===== config.mk =====
export PLATFORM = sky130hd
export DESIGN_NAME = simon64_128_block_encrypt
export DESIGN_NICKNAME = d
export VERILOG_FILES = /design/src/hw/rtl/smn_pkg.sv /design/src/hw/rtl/smn_rk_ram.sv /design/src/hw/rtl/smn_key_sched.sv /design/src/hw/rtl/smn_round_core.sv /design/src/hw/rtl/simon64_128_block_encrypt.sv
export VERILOG_INCLUDE_DIRS = /design/src /design/src/hw/rtl
export SDC_FILE = /design/constraint.sdc
export NUM_CORES = 2
export LEC_CHECK = 0
export ABC_AREA = 1
export BUFFER_PORTS_ARGS = -buffer_cell sky130_fd_sc_hd__buf_2
export CORE_ASPECT_RATIO = 1.1
export CORE_MARGIN = 5
export CORE_UTILIZATION = 67
export CTS_CLUSTER_DIAMETER = 120
export CTS_CLUSTER_SIZE = 30
export DETAILED_ROUTE_END_ITERATION = 16
export PLACE_DENSITY = 0.87
export SLEW_MARGIN = 15
export SYNTH_ARGS = -nofsm -noshare
export SYNTH_HDL_FRONTEND = slang
export SYNTH_SLANG_ARGS = --single-unit

===== constraint.sdc =====
create_clock -name i_clk -period 17.2 [get_ports i_clk]
set_input_delay 0.86 -clock i_clk [delete_from_list [all_inputs] [get_ports i_clk]]
set_output_delay 0.86 -clock i_clk [all_outputs]
set_load 0.02 [all_outputs]

===== src/hw/rtl/assert_macros.svh =====
// ----------------------------------------------------------------------------
// Assertion macros
// Shared concurrent assertion wrappers for the RTL.
// ----------------------------------------------------------------------------
`ifndef ASSERT_MACROS_SVH
`define ASSERT_MACROS_SVH

// Check a property on every rising clock edge outside reset.
`define ASSERT_CLK(label, clk, rst_n, prop, msg) \
    label: assert property (@(posedge clk) disable iff (!rst_n) prop) else $error(msg);

// Check a property on every rising clock edge, reset included.
`define ASSERT_ALWAYS(label, clk, prop, msg) \
    label: assert property (@(posedge clk) prop) else $error(msg);

`endif


===== src/hw/rtl/smn_pkg.sv =====
// ----------------------------------------------------------------------------
// smn_pkg
// Types, constants and round functions for the SIMON 64/128 encrypt block.
// ----------------------------------------------------------------------------
`default_nettype none

package smn_pkg;

    localparam int ROUND_COUNT = 44;
    localparam int KEY_WORDS   = 4;
    localparam int WORD_W      = 32;
    localparam int RK_AW       = $clog2(ROUND_COUNT);
    localparam int CFG_IDX_W   = 8;

    localparam logic [63:0]       Z3_SEQ    = 64'hfc2c_e512_07a6_35db;
    localparam logic [WORD_W-1:0] KEY_CONST = 32'hffff_fffc;

    localparam logic [WORD_W-1:0] KEY_RST0 = 32'h0302_0100;
    localparam logic [WORD_W-1:0] KEY_RST1 = 32'h0b0a_0908;
    localparam logic [WORD_W-1:0] KEY_RST2 = 32'h1312_1110;
    localparam logic [WORD_W-1:0] KEY_RST3 = 32'h1b1a_1918;

    localparam logic [RK_AW-1:0] RK_LAST = RK_AW'(ROUND_COUNT - 1);

    typedef struct packed {
        logic [WORD_W-1:0] plain_upper;
        logic [WORD_W-1:0] plain_lower;
    } t_in_item;

    typedef struct packed {
        logic [WORD_W-1:0] cipher_upper;
        logic [WORD_W-1:0] cipher_lower;
    } t_out_item;

    typedef struct packed {
        logic              en;
        logic [RK_AW-1:0]  addr;
        logic [WORD_W-1:0] data;
    } t_rk_wr;

    typedef struct packed {
        logic             en;
        logic [RK_AW-1:0] addr;
    } t_rk_rd;

    typedef struct packed {
        logic busy;
    } t_exp_stat;

    typedef struct packed {
        logic busy;
    } t_core_stat;

    // One SIMON round: new x word.
    function automatic logic [WORD_W-1:0] f_round(
        input logic [WORD_W-1:0] x,
        input logic [WORD_W-1:0] y,
        input logic [WORD_W-1:0] k
    );
        logic [WORD_W-1:0] f;
        f = ({x[30:0], x[31]} & {x[23:0], x[31:24]}) ^ {x[29:0], x[31:30]};
        return f ^ y ^ k;
    endfunction

    // Next round key from the words one, three and four back.
    function automatic logic [WORD_W-1:0] f_key_next(
        input logic [WORD_W-1:0] k1,
        input logic [WORD_W-1:0] k3,
        input logic [WORD_W-1:0] k4,
        input logic              zbit
    );
        return KEY_CONST ^ {31'd0, zbit} ^ k4
            ^ {k1[2:0], k1[31:3]} ^ {k1[3:0], k1[31:4]}
            ^ k3 ^ {k3[0], k3[31:1]};
    endfunction

endpackage

`default_nettype wire


===== src/hw/rtl/smn_rk_ram.sv =====
// ----------------------------------------------------------------------------
// smn_rk_ram
// Round key store: one write port, one read port, registered read data.
// ----------------------------------------------------------------------------
`default_nettype none

module smn_rk_ram
    import smn_pkg::*;
(
    input  wire logic              i_clk,
    input  wire t_rk_wr            i_wr,
    input  wire t_rk_rd            i_rd,
    output logic [WORD_W-1:0]      o_rdata
);

    logic [WORD_W-1:0] r_mem [ROUND_COUNT];
    logic [WORD_W-1:0] r_rdata;

    always_ff @(posedge i_clk) begin
        if (i_wr.en) begin
            r_mem[i_wr.addr] <= i_wr.data;
        end
        if (i_rd.en) begin
            r_rdata <= r_mem[i_rd.addr];
        end
    end

    assign o_rdata = r_rdata;

endmodule

`default_nettype wire


===== src/hw/rtl/smn_key_sched.sv =====
// ----------------------------------------------------------------------------
// smn_key_sched
// Key registers and key expansion sequencer, one round key per cycle.
// ----------------------------------------------------------------------------
`default_nettype none

module smn_key_sched
    import smn_pkg::*;
(
    input  wire logic                 i_clk,
    input  wire logic                 i_rst_n,
    input  wire logic                 i_cfg_valid,
    input  wire logic [CFG_IDX_W-1:0] i_cfg_index,
    input  wire logic [WORD_W-1:0]    i_cfg_data,
    output t_rk_wr                    o_wr,
    output t_exp_stat                 o_stat
);

    logic [WORD_W-1:0] r_key [KEY_WORDS];
    logic [WORD_W-1:0] r_win [KEY_WORDS];  // r_win[j] = key j+1 back
    logic              r_busy;
    logic [RK_AW-1:0]  r_idx;
    logic [RK_AW-1:0]  zidx;
    logic [WORD_W-1:0] kval;
    logic              key_wr;

    assign key_wr = i_cfg_valid && (i_cfg_index < CFG_IDX_W'(KEY_WORDS));
    assign zidx   = r_idx - RK_AW'(KEY_WORDS);

    always_comb begin
        if (r_idx < RK_AW'(KEY_WORDS)) begin
            kval = r_key[r_idx[1:0]];
        end else begin
            kval = f_key_next(r_win[0], r_win[2], r_win[3], Z3_SEQ[zidx]);
        end
    end

    always_ff @(posedge i_clk) begin
        if (!i_rst_n) begin
            r_key[0] <= KEY_RST0;
            r_key[1] <= KEY_RST1;
            r_key[2] <= KEY_RST2;
            r_key[3] <= KEY_RST3;
            r_busy   <= 1'b1;
            r_idx    <= '0;
        end else if (key_wr) begin
            // restart expansion with the new key
            r_key[i_cfg_index[1:0]] <= i_cfg_data;
            r_busy <= 1'b1;
            r_idx  <= '0;
        end else if (r_busy) begin
            r_idx <= r_idx + 1'b1;
            if (r_idx == RK_LAST) begin
                r_busy <= 1'b0;
            end
        end
    end

    always_ff @(posedge i_clk) begin
        if (r_busy) begin
            r_win[0] <= kval;
            r_win[1] <= r_win[0];
            r_win[2] <= r_win[1];
            r_win[3] <= r_win[2];
        end
    end

    assign o_wr.en      = r_busy && !key_wr;
    assign o_wr.addr    = r_idx;
    assign o_wr.data    = kval;
    assign o_stat.busy  = r_busy;

endmodule

`default_nettype wire


===== src/hw/rtl/smn_round_core.sv =====
// ----------------------------------------------------------------------------
// smn_round_core
// Round datapath: one round per cycle on x/y bar stalls; round keys from RAM.
// ----------------------------------------------------------------------------
`default_nettype none

module smn_round_core
    import smn_pkg::*;
(
    input  wire logic              i_clk,
    input  wire logic              i_rst_n,
    input  wire logic              i_start,
    input  wire t_in_item          i_item,
    input  wire logic [WORD_W-1:0] i_rk,
    output t_rk_rd                 o_rd,
    output logic                   o_out_valid,
    input  wire logic              i_out_stall,
    output t_out_item              o_out_data,
    output t_core_stat             o_stat
);

    logic              r_busy;
    logic [RK_AW-1:0]  r_rnd;
    logic [WORD_W-1:0] r_x;
    logic [WORD_W-1:0] r_y;
    logic              r_out_valid;
    t_out_item         r_out_data;
    logic              last;
    logic              out_free;
    logic              step;
    logic [WORD_W-1:0] nx;

    assign last     = (r_rnd == RK_LAST);
    assign out_free = !r_out_valid || !i_out_stall;
    // hold the final round until the output register can take the item
    assign step     = r_busy && (!last || out_free);
    assign nx       = f_round(r_x, r_y, i_rk);

    always_comb begin
        o_rd.en   = i_start || (step && !last);
        o_rd.addr = i_start ? '0 : r_rnd + 1'b1;
    end

    always_ff @(posedge i_clk) begin
        if (!i_rst_n) begin
            r_busy      <= 1'b0;
            r_rnd       <= '0;
            r_out_valid <= 1'b0;
        end else begin
            if (i_start) begin
                r_busy <= 1'b1;
                r_rnd  <= '0;
            end else if (step) begin
                r_rnd <= r_rnd + 1'b1;
                if (last) begin
                    r_busy <= 1'b0;
                end
            end
            if (step && last) begin
                r_out_valid <= 1'b1;
            end else if (r_out_valid && !i_out_stall) begin
                r_out_valid <= 1'b0;
            end
        end
    end

    always_ff @(posedge i_clk) begin
        if (i_start) begin
            r_x <= i_item.plain_upper;
            r_y <= i_item.plain_lower;
        end else if (step) begin
            r_x <= nx;
            r_y <= r_x;
        end
        if (step && last) begin
            r_out_data.cipher_upper <= nx;
            r_out_data.cipher_lower <= r_x;
        end
    end

    assign o_out_valid  = r_out_valid;
    assign o_out_data   = r_out_data;
    assign o_stat.busy  = r_busy;

endmodule

`default_nettype wire


===== src/hw/rtl/simon64_128_block_encrypt.sv =====
// ----------------------------------------------------------------------------
// simon64_128_block_encrypt
// SIMON 64/128 encryption of one 64-bit block per item.
// ----------------------------------------------------------------------------
// Input channel i_in_valid / o_in_stall carries plain_upper (x) and
// plain_lower (y); output channel o_out_valid / i_out_stall carries the
// ciphertext. An item moves when valid is high and stall is low.
// The four key words are written through i_cfg_valid / o_cfg_ready with a
// register index; indexes above three are ignored.
// The core runs one round per cycle over the 44 rounds; the first round key
// is read from the key store while the item loads. A new item is taken only
// once the previous item has finished its last round. After reset and after
// every key write the key schedule rewrites all 44 store entries, one per
// cycle; o_in_stall stays high until it is done.
// A stalled result waits in the output register; the next item may start
// meanwhile and holds in its last round until the register frees.
// ----------------------------------------------------------------------------
`default_nettype none

`include "assert_macros.svh"

module simon64_128_block_encrypt
    import smn_pkg::*;
(
    input  wire logic                 i_clk,
    input  wire logic                 i_rst_n,
    input  wire logic                 i_in_valid,
    output logic                      o_in_stall,
    input  wire t_in_item             i_in_data,
    output logic                      o_out_valid,
    input  wire logic                 i_out_stall,
    output t_out_item                 o_out_data,
    input  wire logic                 i_cfg_valid,
    output logic                      o_cfg_ready,
    input  wire logic [CFG_IDX_W-1:0] i_cfg_index,
    input  wire logic [WORD_W-1:0]    i_cfg_data
);

    t_rk_wr            rk_wr;
    t_rk_rd            rk_rd;
    t_exp_stat         exp_stat;
    t_core_stat        core_stat;
    logic [WORD_W-1:0] rk;
    logic              start;
    logic              cfg_key_wr;

    assign o_cfg_ready = 1'b1;
    assign o_in_stall  = exp_stat.busy || core_stat.busy;
    assign start       = i_in_valid && !o_in_stall;
    assign cfg_key_wr  = i_cfg_valid && o_cfg_ready && (i_cfg_index < CFG_IDX_W'(KEY_WORDS));

    smn_key_sched u_key_sched (
        .i_clk       (i_clk),
        .i_rst_n     (i_rst_n),
        .i_cfg_valid (i_cfg_valid && o_cfg_ready),
        .i_cfg_index (i_cfg_index),
        .i_cfg_data  (i_cfg_data),
        .o_wr        (rk_wr),
        .o_stat      (exp_stat)
    );

    smn_rk_ram u_rk_ram (
        .i_clk   (i_clk),
        .i_wr    (rk_wr),
        .i_rd    (rk_rd),
        .o_rdata (rk)
    );

    smn_round_core u_round_core (
        .i_clk       (i_clk),
        .i_rst_n     (i_rst_n),
        .i_start     (start),
        .i_item      (i_in_data),
        .i_rk        (rk),
        .o_rd        (rk_rd),
        .o_out_valid (o_out_valid),
        .i_out_stall (i_out_stall),
        .o_out_data  (o_out_data),
        .o_stat      (core_stat)
    );

    `ASSERT_CLK(a_no_start_expand, i_clk, i_rst_n, start |-> !exp_stat.busy, "item in expansion")
    `ASSERT_CLK(a_start_sets_busy, i_clk, i_rst_n, start |=> core_stat.busy, "core not busy")
    `ASSERT_CLK(a_key_wr_expands, i_clk, i_rst_n, cfg_key_wr |=> exp_stat.busy, "no expansion")
    `ASSERT_ALWAYS(a_no_overlap, i_clk, !(i_rst_n && rk_wr.en && rk_rd.en), "key store clash")

endmodule

`default_nettype wire


Yosys cells after proc, flatten, opt, wreduce, memory -nomap -nowiden --
Memories as Yosys holds them, arrays and structs flattened. A register that Yosys moved wholly into a read port is not among the register bits. Cells that the tools add are included.
Word-level totals: register bits after elaboration 143, RAM bits 1664, memory bits (read-only) 64, bits of input ports 109, output and inout bits 67, memories 4
Memories:
- u_rk_ram.r_mem | words 44, bits a word 32, read ports 1, clocked after memory_dff 1, write ports 1, line smn_rk_ram.sv:16 | logic [WORD_W-1:0] r_mem [ROUND_COUNT];
- u_key_sched.r_key | words 4, bits a word 32, read ports 1, clocked after memory_dff 1, write ports 4, line smn_key_sched.sv:19 | logic [WORD_W-1:0] r_key [KEY_WORDS];
- u_key_sched.r_win | words 4, bits a word 32, read ports 4, clocked after memory_dff 0, write ports 4, line smn_key_sched.sv:20 | logic [WORD_W-1:0] r_win [KEY_WORDS];
- (name not given) | words 64, bits a word 1, read ports 1, clocked after memory_dff 0, write ports 0, line smn_key_sched.sv:34 | kval = f_key_next(r_win[0], r_win[2], r_win[3], Z3_SEQ[zidx]);
Operators by class: add/sub/neg operators 3, $lt $le $gt $ge 3, eq/ne operators 2, multiplexer cells 27, bitwise logic cells 10, reduce and logical (&&, ||, !) cells 23
Operators by type and width (count):
- $xor 32x32->32 | 8
- $mux 32 | 6
- $and 32x32->32 | 1
- $reduce_or 32->1 | 1
- $mux 1 | 17
- $add 6x1->6 const B | 2
- $eq 6x6->1 const B | 2
- $lt 8x3->1 const B | 1
- $logic_and 1x1->1 | 7
- $lt 6x7->1 const B | 1
- $lt 6x3->1 const B | 1
- $mux 2 | 3
- $mux 6 | 1
- $reduce_bool 2->1 | 3
- $sub 6x3->6 const B | 1
- $logic_not 1->1 | 5
- $logic_or 1x1->1 | 4
- $reduce_or 2->1 | 2
- $reduce_and 2->1 | 1
- $not 1->1 | 1

Longest topological paths before layout --
word-level depth 9, mapped depth 16, depth with buffers taken out 13

Cells and area by module --
A second synthesis with hierarchy kept.
Second synthesis, totals: cells, all modules 6310, area, all modules 75560.0 um^2
By module, submodules not included:
- smn_rk_ram | instances 1, cells each 4670, area each 57487.6 um^2, sequential area each 43241.5 um^2
- smn_key_sched | instances 1, cells each 961, area each 11547.3 um^2, sequential area each 7867.5 um^2
- smn_round_core | instances 1, cells each 672, area each 6490.0 um^2, sequential area each 4003.8 um^2
- simon64_128_block_encrypt | instances 1, cells each 7, area each 35.0 um^2, sequential area each 0.0 um^2

Worst setup path before layout --
OpenSTA, ideal clock, no wires.
kind reg-to-reg, start point register u_key_sched.r_busy, in the netlist u_key_sched.o_stat, end point memory u_rk_ram.r_mem[13][0], enable pin, setup time 461 ps, arrival time 6651 ps, required time 16739 ps, path slack 10088 ps, cell stages (with the launch flop) 6, buffers on the path 1, period minus slack after synthesis 7112 ps, cell sequence dfxtp_1 buf_2 inv_1 nor2_1 nand3_1 nor3_1
Between the ends: cells in the longest elaborated chain, start to end 3
Ends and longest elaborated chain:
- start: declaration | line smn_key_sched.sv:21 | logic r_busy;
- start signal: assignment | line smn_key_sched.sv:44 | r_busy <= 1'b1;
- start signal: assignment | line smn_key_sched.sv:49 | r_busy <= 1'b1;
- start signal: assignment | line smn_key_sched.sv:54 | r_busy <= 1'b0;
- $logic_and 1x1->1 | line smn_key_sched.sv:68 | assign o_wr.en = r_busy && !key_wr;
- $mux 1 | line smn_rk_ram.sv:20 | if (i_wr.en) begin
- $mux 1 (implied by the code) | line smn_rk_ram.sv:21 | r_mem[i_wr.addr] <= i_wr.data;
- end: declaration | line smn_rk_ram.sv:16
No other way between the ends.

Worst setup path after layout --
start point register u_key_sched.r_busy, in the netlist u_key_sched.o_stat, end point register u_rk_ram.r_rdata[10], in the netlist u_rk_ram.o_rdata[10], read port of u_rk_ram.r_mem (data pin)
Between the ends: cells in the longest elaborated chain, start to end 4
Ends and longest elaborated chain:
- $logic_or 1x1->1 * | line simon64_128_block_encrypt.sv:48 | assign o_in_stall = exp_stat.busy || core_stat.busy;
- $logic_not 1->1 * | line simon64_128_block_encrypt.sv:49 | assign start = i_in_valid && !o_in_stall;
- $logic_and 1x1->1 * | line simon64_128_block_encrypt.sv:49
- $mux 6 / $logic_or 1x1->1 (equally long branches) | line smn_round_core.sv:41, smn_round_core.sv:40
- end: declaration | line smn_rk_ram.sv:17 | logic [WORD_W-1:0] r_rdata;
Every way passes the cells marked *; elsewhere a longest branch is shown, timed or not. A chain may end at the register's enable or synchronous reset.

==> flow_metrics.env <==
export IMPL_area_growth_pct=6.26
export IMPL_numCtsBuffers=71
export IMPL_clock_tree_root_cell="clkbuf_16"
export IMPL_startpoint="u_key_sched.o_stat"
export IMPL_slew_headroom_pct=14.5
export IMPL_fin_tns_setup_ps=0
export IMPL_regToRegSetupSlack_ps=11140
export IMPL_p_total_mw=8.93
export IMPL_drt_initial_drc_count=9225
export IMPL_vias_per_cell=6.56
export IMPL_yosys_warnings=0
export IMPL_initial_utilization_pct=67.2
export IMPL_fmax_mhz=165
export IMPL_end_kind="register"
export IMPL_post_cts_buffers=0
export IMPL_finalHoldViolCount=0
export IMPL_regToRegEndpoint="u_rk_ram.o_rdata[10]"
export IMPL_worstSkewPairLatency_ps=710
export IMPL_crit_end="u_rk_ram.o_rdata[10]"
export IMPL_ant_nets=0
export IMPL_rsz0062_at_grt="no"
export IMPL_rr_startpoint="u_key_sched.o_stat"
export IMPL_num_io_pins=176
export IMPL_drive_gt1_share_pct=8.75
export IMPL_synthXorXnorAreaFrac_pct=2.24
export IMPL_final_setup_skew_ps=51.3
export IMPL_grt_overflow=0
export IMPL_leakage_nw=30.7
export IMPL_finalSetupViolations=0
export IMPL_maxCapViolCount=0
export IMPL_dp_cells=8020
export IMPL_avgSynthCellArea_sq_um=11.8
export IMPL_yosys_area_share_simple_pct=18.0
export IMPL_vdd_ir_drop_max_uv=104
export IMPL_num_fill_cells=7091
export IMPL_rr_worst_depth=15
export IMPL_synth_fa_ha_area_share_pct=0.177
export IMPL_h_tree_depth=3
export IMPL_dr_wl_met3_microns=31800
export IMPL_ys_types=40
export IMPL_start_kind="register"
export IMPL_clock_tree_buffer_depth=3
export IMPL_portBuffers=174
export IMPL_crit_path_frequent_cell="nand2_1"
export IMPL_die_w_microns=335
export IMPL_grt_pass1_vias=52090
export IMPL_netlist_area_sq_um=77800
export IMPL_clock_sinks=1841
export IMPL_top_layer="met5"
export IMPL_routed_wirelength_microns=214000
export IMPL_wl_met1_microns=67500
export IMPL_cts_resized=0
export IMPL_worstPathArrival_ps=6510
export IMPL_cts_tree="yes"
export IMPL_antenna_found_initial=8
export IMPL_dr_wl_met2_microns=99600
export IMPL_num_rows=131
export IMPL_hpwl_microns=121000
export IMPL_worstSetupPathType="reg2reg"
export IMPL_finalNonFillerCells=8125
export IMPL_drv_slew=0
export IMPL_wl_per_cell_microns=26.3
export IMPL_netlist_instances=6592
export IMPL_path_buf_inv=3
export IMPL_hold_path_class="in2reg"
export IMPL_ys_flop_type="edfxtp_1"
export IMPL_synthesis_nets=6712
export IMPL_cts_hold_fix_buffers=0
export IMPL_max_stage_delay_ps=910
export IMPL_async_flop_share_pct=0
export IMPL_dr_pass1_iters=9
export IMPL_die_area_sq_um=123000
export IMPL_path_cells="nor2_1, nand2_8, nand2_4, buf_4, buf_4, buf_4, nand2_1, nand3_1, nand3_1, nand3_1, nand2_1, nand2_1, nand2_1, nand2_1, nand2_1"
export IMPL_synth_area_mux_share_pct=0
export IMPL_min_period_ps=6060
export IMPL_core_sq_um=116000
export IMPL_grt_total_usage_pct=33.9
export IMPL_synth_edf_count=1824
export IMPL_synth_compound_area_share_pct=4.01
export IMPL_synth_top_family_by_area="simple AND/OR/NAND/NOR gates"
export IMPL_grt_pass1_wl_microns=314000
export IMPL_clkTransAtPathRegs_ps=120
export IMPL_cp_num_cells=15
export IMPL_power_density_nw_per_um2=108
export IMPL_grt_max_degree=206
export IMPL_die_h_microns=367
export IMPL_drc=0
export IMPL_cp_max_fo=93
export IMPL_tightest_slew_ps=1280
export IMPL_cp_top_family="buffers and inverters"
export IMPL_yosysSeqAreaShare_pct=70.8
export IMPL_crit_required_ps=17660
export IMPL_ys_seq_elements=1841
export IMPL_min_period_over_period_pct=35.2
export IMPL_crit_path_top_delay_cell="buf_4"
export IMPL_status="finished clean"
export IMPL_vias=53338
export IMPL_place_gp_congestion=0.890
export IMPL_final_nets=6687
[synth_stat cells, drive strengths merged, types with 2 or more instances]
master | number | area [sq um]
a21oi | 55 | 275
a31oi | 15 | 93.8
a32o | 15 | 150
buf | 166 | 855
clkbuf | 228 | 856
clkinv | 3 | 11.3
dfxtp | 17 | 340
edfxtp | 1824 | 54800
ha | 11 | 138
inv | 520 | 1950
nand2 | 1143 | 4300
nand3 | 843 | 4220
nand3b | 271 | 2030
nor2 | 734 | 2760
nor3 | 11 | 55.1
o2111ai | 34 | 298
o211ai | 49 | 368
o21ai | 297 | 1490
o221ai | 36 | 315
o22ai | 2 | 12.5
o31ai | 12 | 90.1
or2 | 100 | 626
xnor2 | 70 | 613
xor2 | 128 | 1130
[state kept, by name, summed over array words and instances (netlist names), named ones only]
signal	cells
u_key_sched.o_stat	1
u_key_sched.r_idx	6
u_key_sched.r_key	128
u_key_sched.r_win	128
u_rk_ram.o_rdata	32
u_rk_ram.r_mem	1408
u_round_core.o_out_data	64
u_round_core.o_out_valid	1
u_round_core.o_stat	1
u_round_core.r_rnd	6
u_round_core.r_x	32
u_round_core.r_y	32
[metrics by stage]
stage / utilization, % / setup slack (ps) / cell area (sq um) / hold slack [ps]
floorplan: - / 10090 / 77800 / 400
global placement: 69.6 / 11770 / 80600 / 402
detailed placement: 69.6 / 11610 / 80600 / 405
CTS: 71.4 / 11450 / 82600 / 401
global route: 71.4 / 11040 / 82700 / 427
finish: 71.4 / 11140 / 82700 / 415
[final cells by class]
cell class	count	area [sq um]	share of cell area (%)
sequential	1841	55100	66.7
multi-input combinational	3834	19800	23.9
clock inverter	4	53.8	0.0651
tap	1529	1910	2.31
inverter	523	1980	2.40
antenna	3	7.51	0.00908
timing repair buffer	296	1880	2.28
clock buffer	95	1930	2.34
[worst min path at each step]
stage	endpoint	cells past startpoint	slack, ps	start
global route	u_round_core.r_x[2]	3	430	i_in_data[34]
detailed placement	u_key_sched.r_win[2][24]	0	400	u_key_sched.r_win[1][24]
floorplan	u_key_sched.r_win[2][0]	0	400	u_key_sched.r_win[1][0]
CTS	u_round_core.r_y[8]	3	400	i_in_data[8]
global placement	u_key_sched.r_win[2][18]	0	400	u_key_sched.r_win[1][18]
finish	u_round_core.r_y[8]	3	420	i_in_data[8]
[worst reg2reg max path: stages (launching register included)]
cell     delay [ps]
dfxtp_4         590
nor2_1          540
nand2_8         460
nand2_4         720
buf_4           900
buf_4           970
buf_4           750
nand2_1         150
nand3_1         120
nand3_1          90
nand3_1         150
nand2_1          80
nand2_1          60
nand2_1          60
nand2_1          80
nand2_1          80
[logic make-up (layout without fill, tap and decap cells)]
kind of cell,after synthesis,after routing
AO/OA/AOI/OAI,519,519
XOR/XNOR,198,198
flip-flops,1841,1841
adder cells (fa/ha/maj),11,11
AND/OR/NAND/NOR,3105,3105
other,1,4
buffers and inverters,917,918
[metal layers]
metal	track usage, %	vias up
li1	-	22629
met1	42.6	25138
met2	54.0	4626
met3	8.69	943
met4	19.5	2
met5	0.0788	-
[power breakdown]
part	switching (mW)	internal, mW	total (mW)
clock network	1.29	0.805	2.10
registers	0.122	5.59	5.71
logic	0.850	0.277	1.13
total	2.26	6.67	8.93
[cell usage in the layout, fill, tap and decap left out, types with 4 or more instances in the layout]
master        n
o221ai_1     36
buf_2       174
xor2_1      127
buf_4       116
inv_6         4
or2_2        98
a31oi_4      15
edfxtp_1   1824
nand3_1     842
o21ai_0     255
nand2_2       5
o21ai_4       7
clkbuf_16    74
nor2_1      693
inv_1       510
a21oi_1      55
clkbuf_1     21
o2111ai_1    34
ha_1         11
xnor2_1      70
o31ai_1      12
inv_2         4
o211ai_1     49
o21ai_2       9
nand3b_1    271
a32o_1       15
nand2_1    1134
o21ai_1      26
nor2_4       39
clkinv_1      4
dfxtp_1      14
nor3_2        7
(Power assumes the default switching activity.)
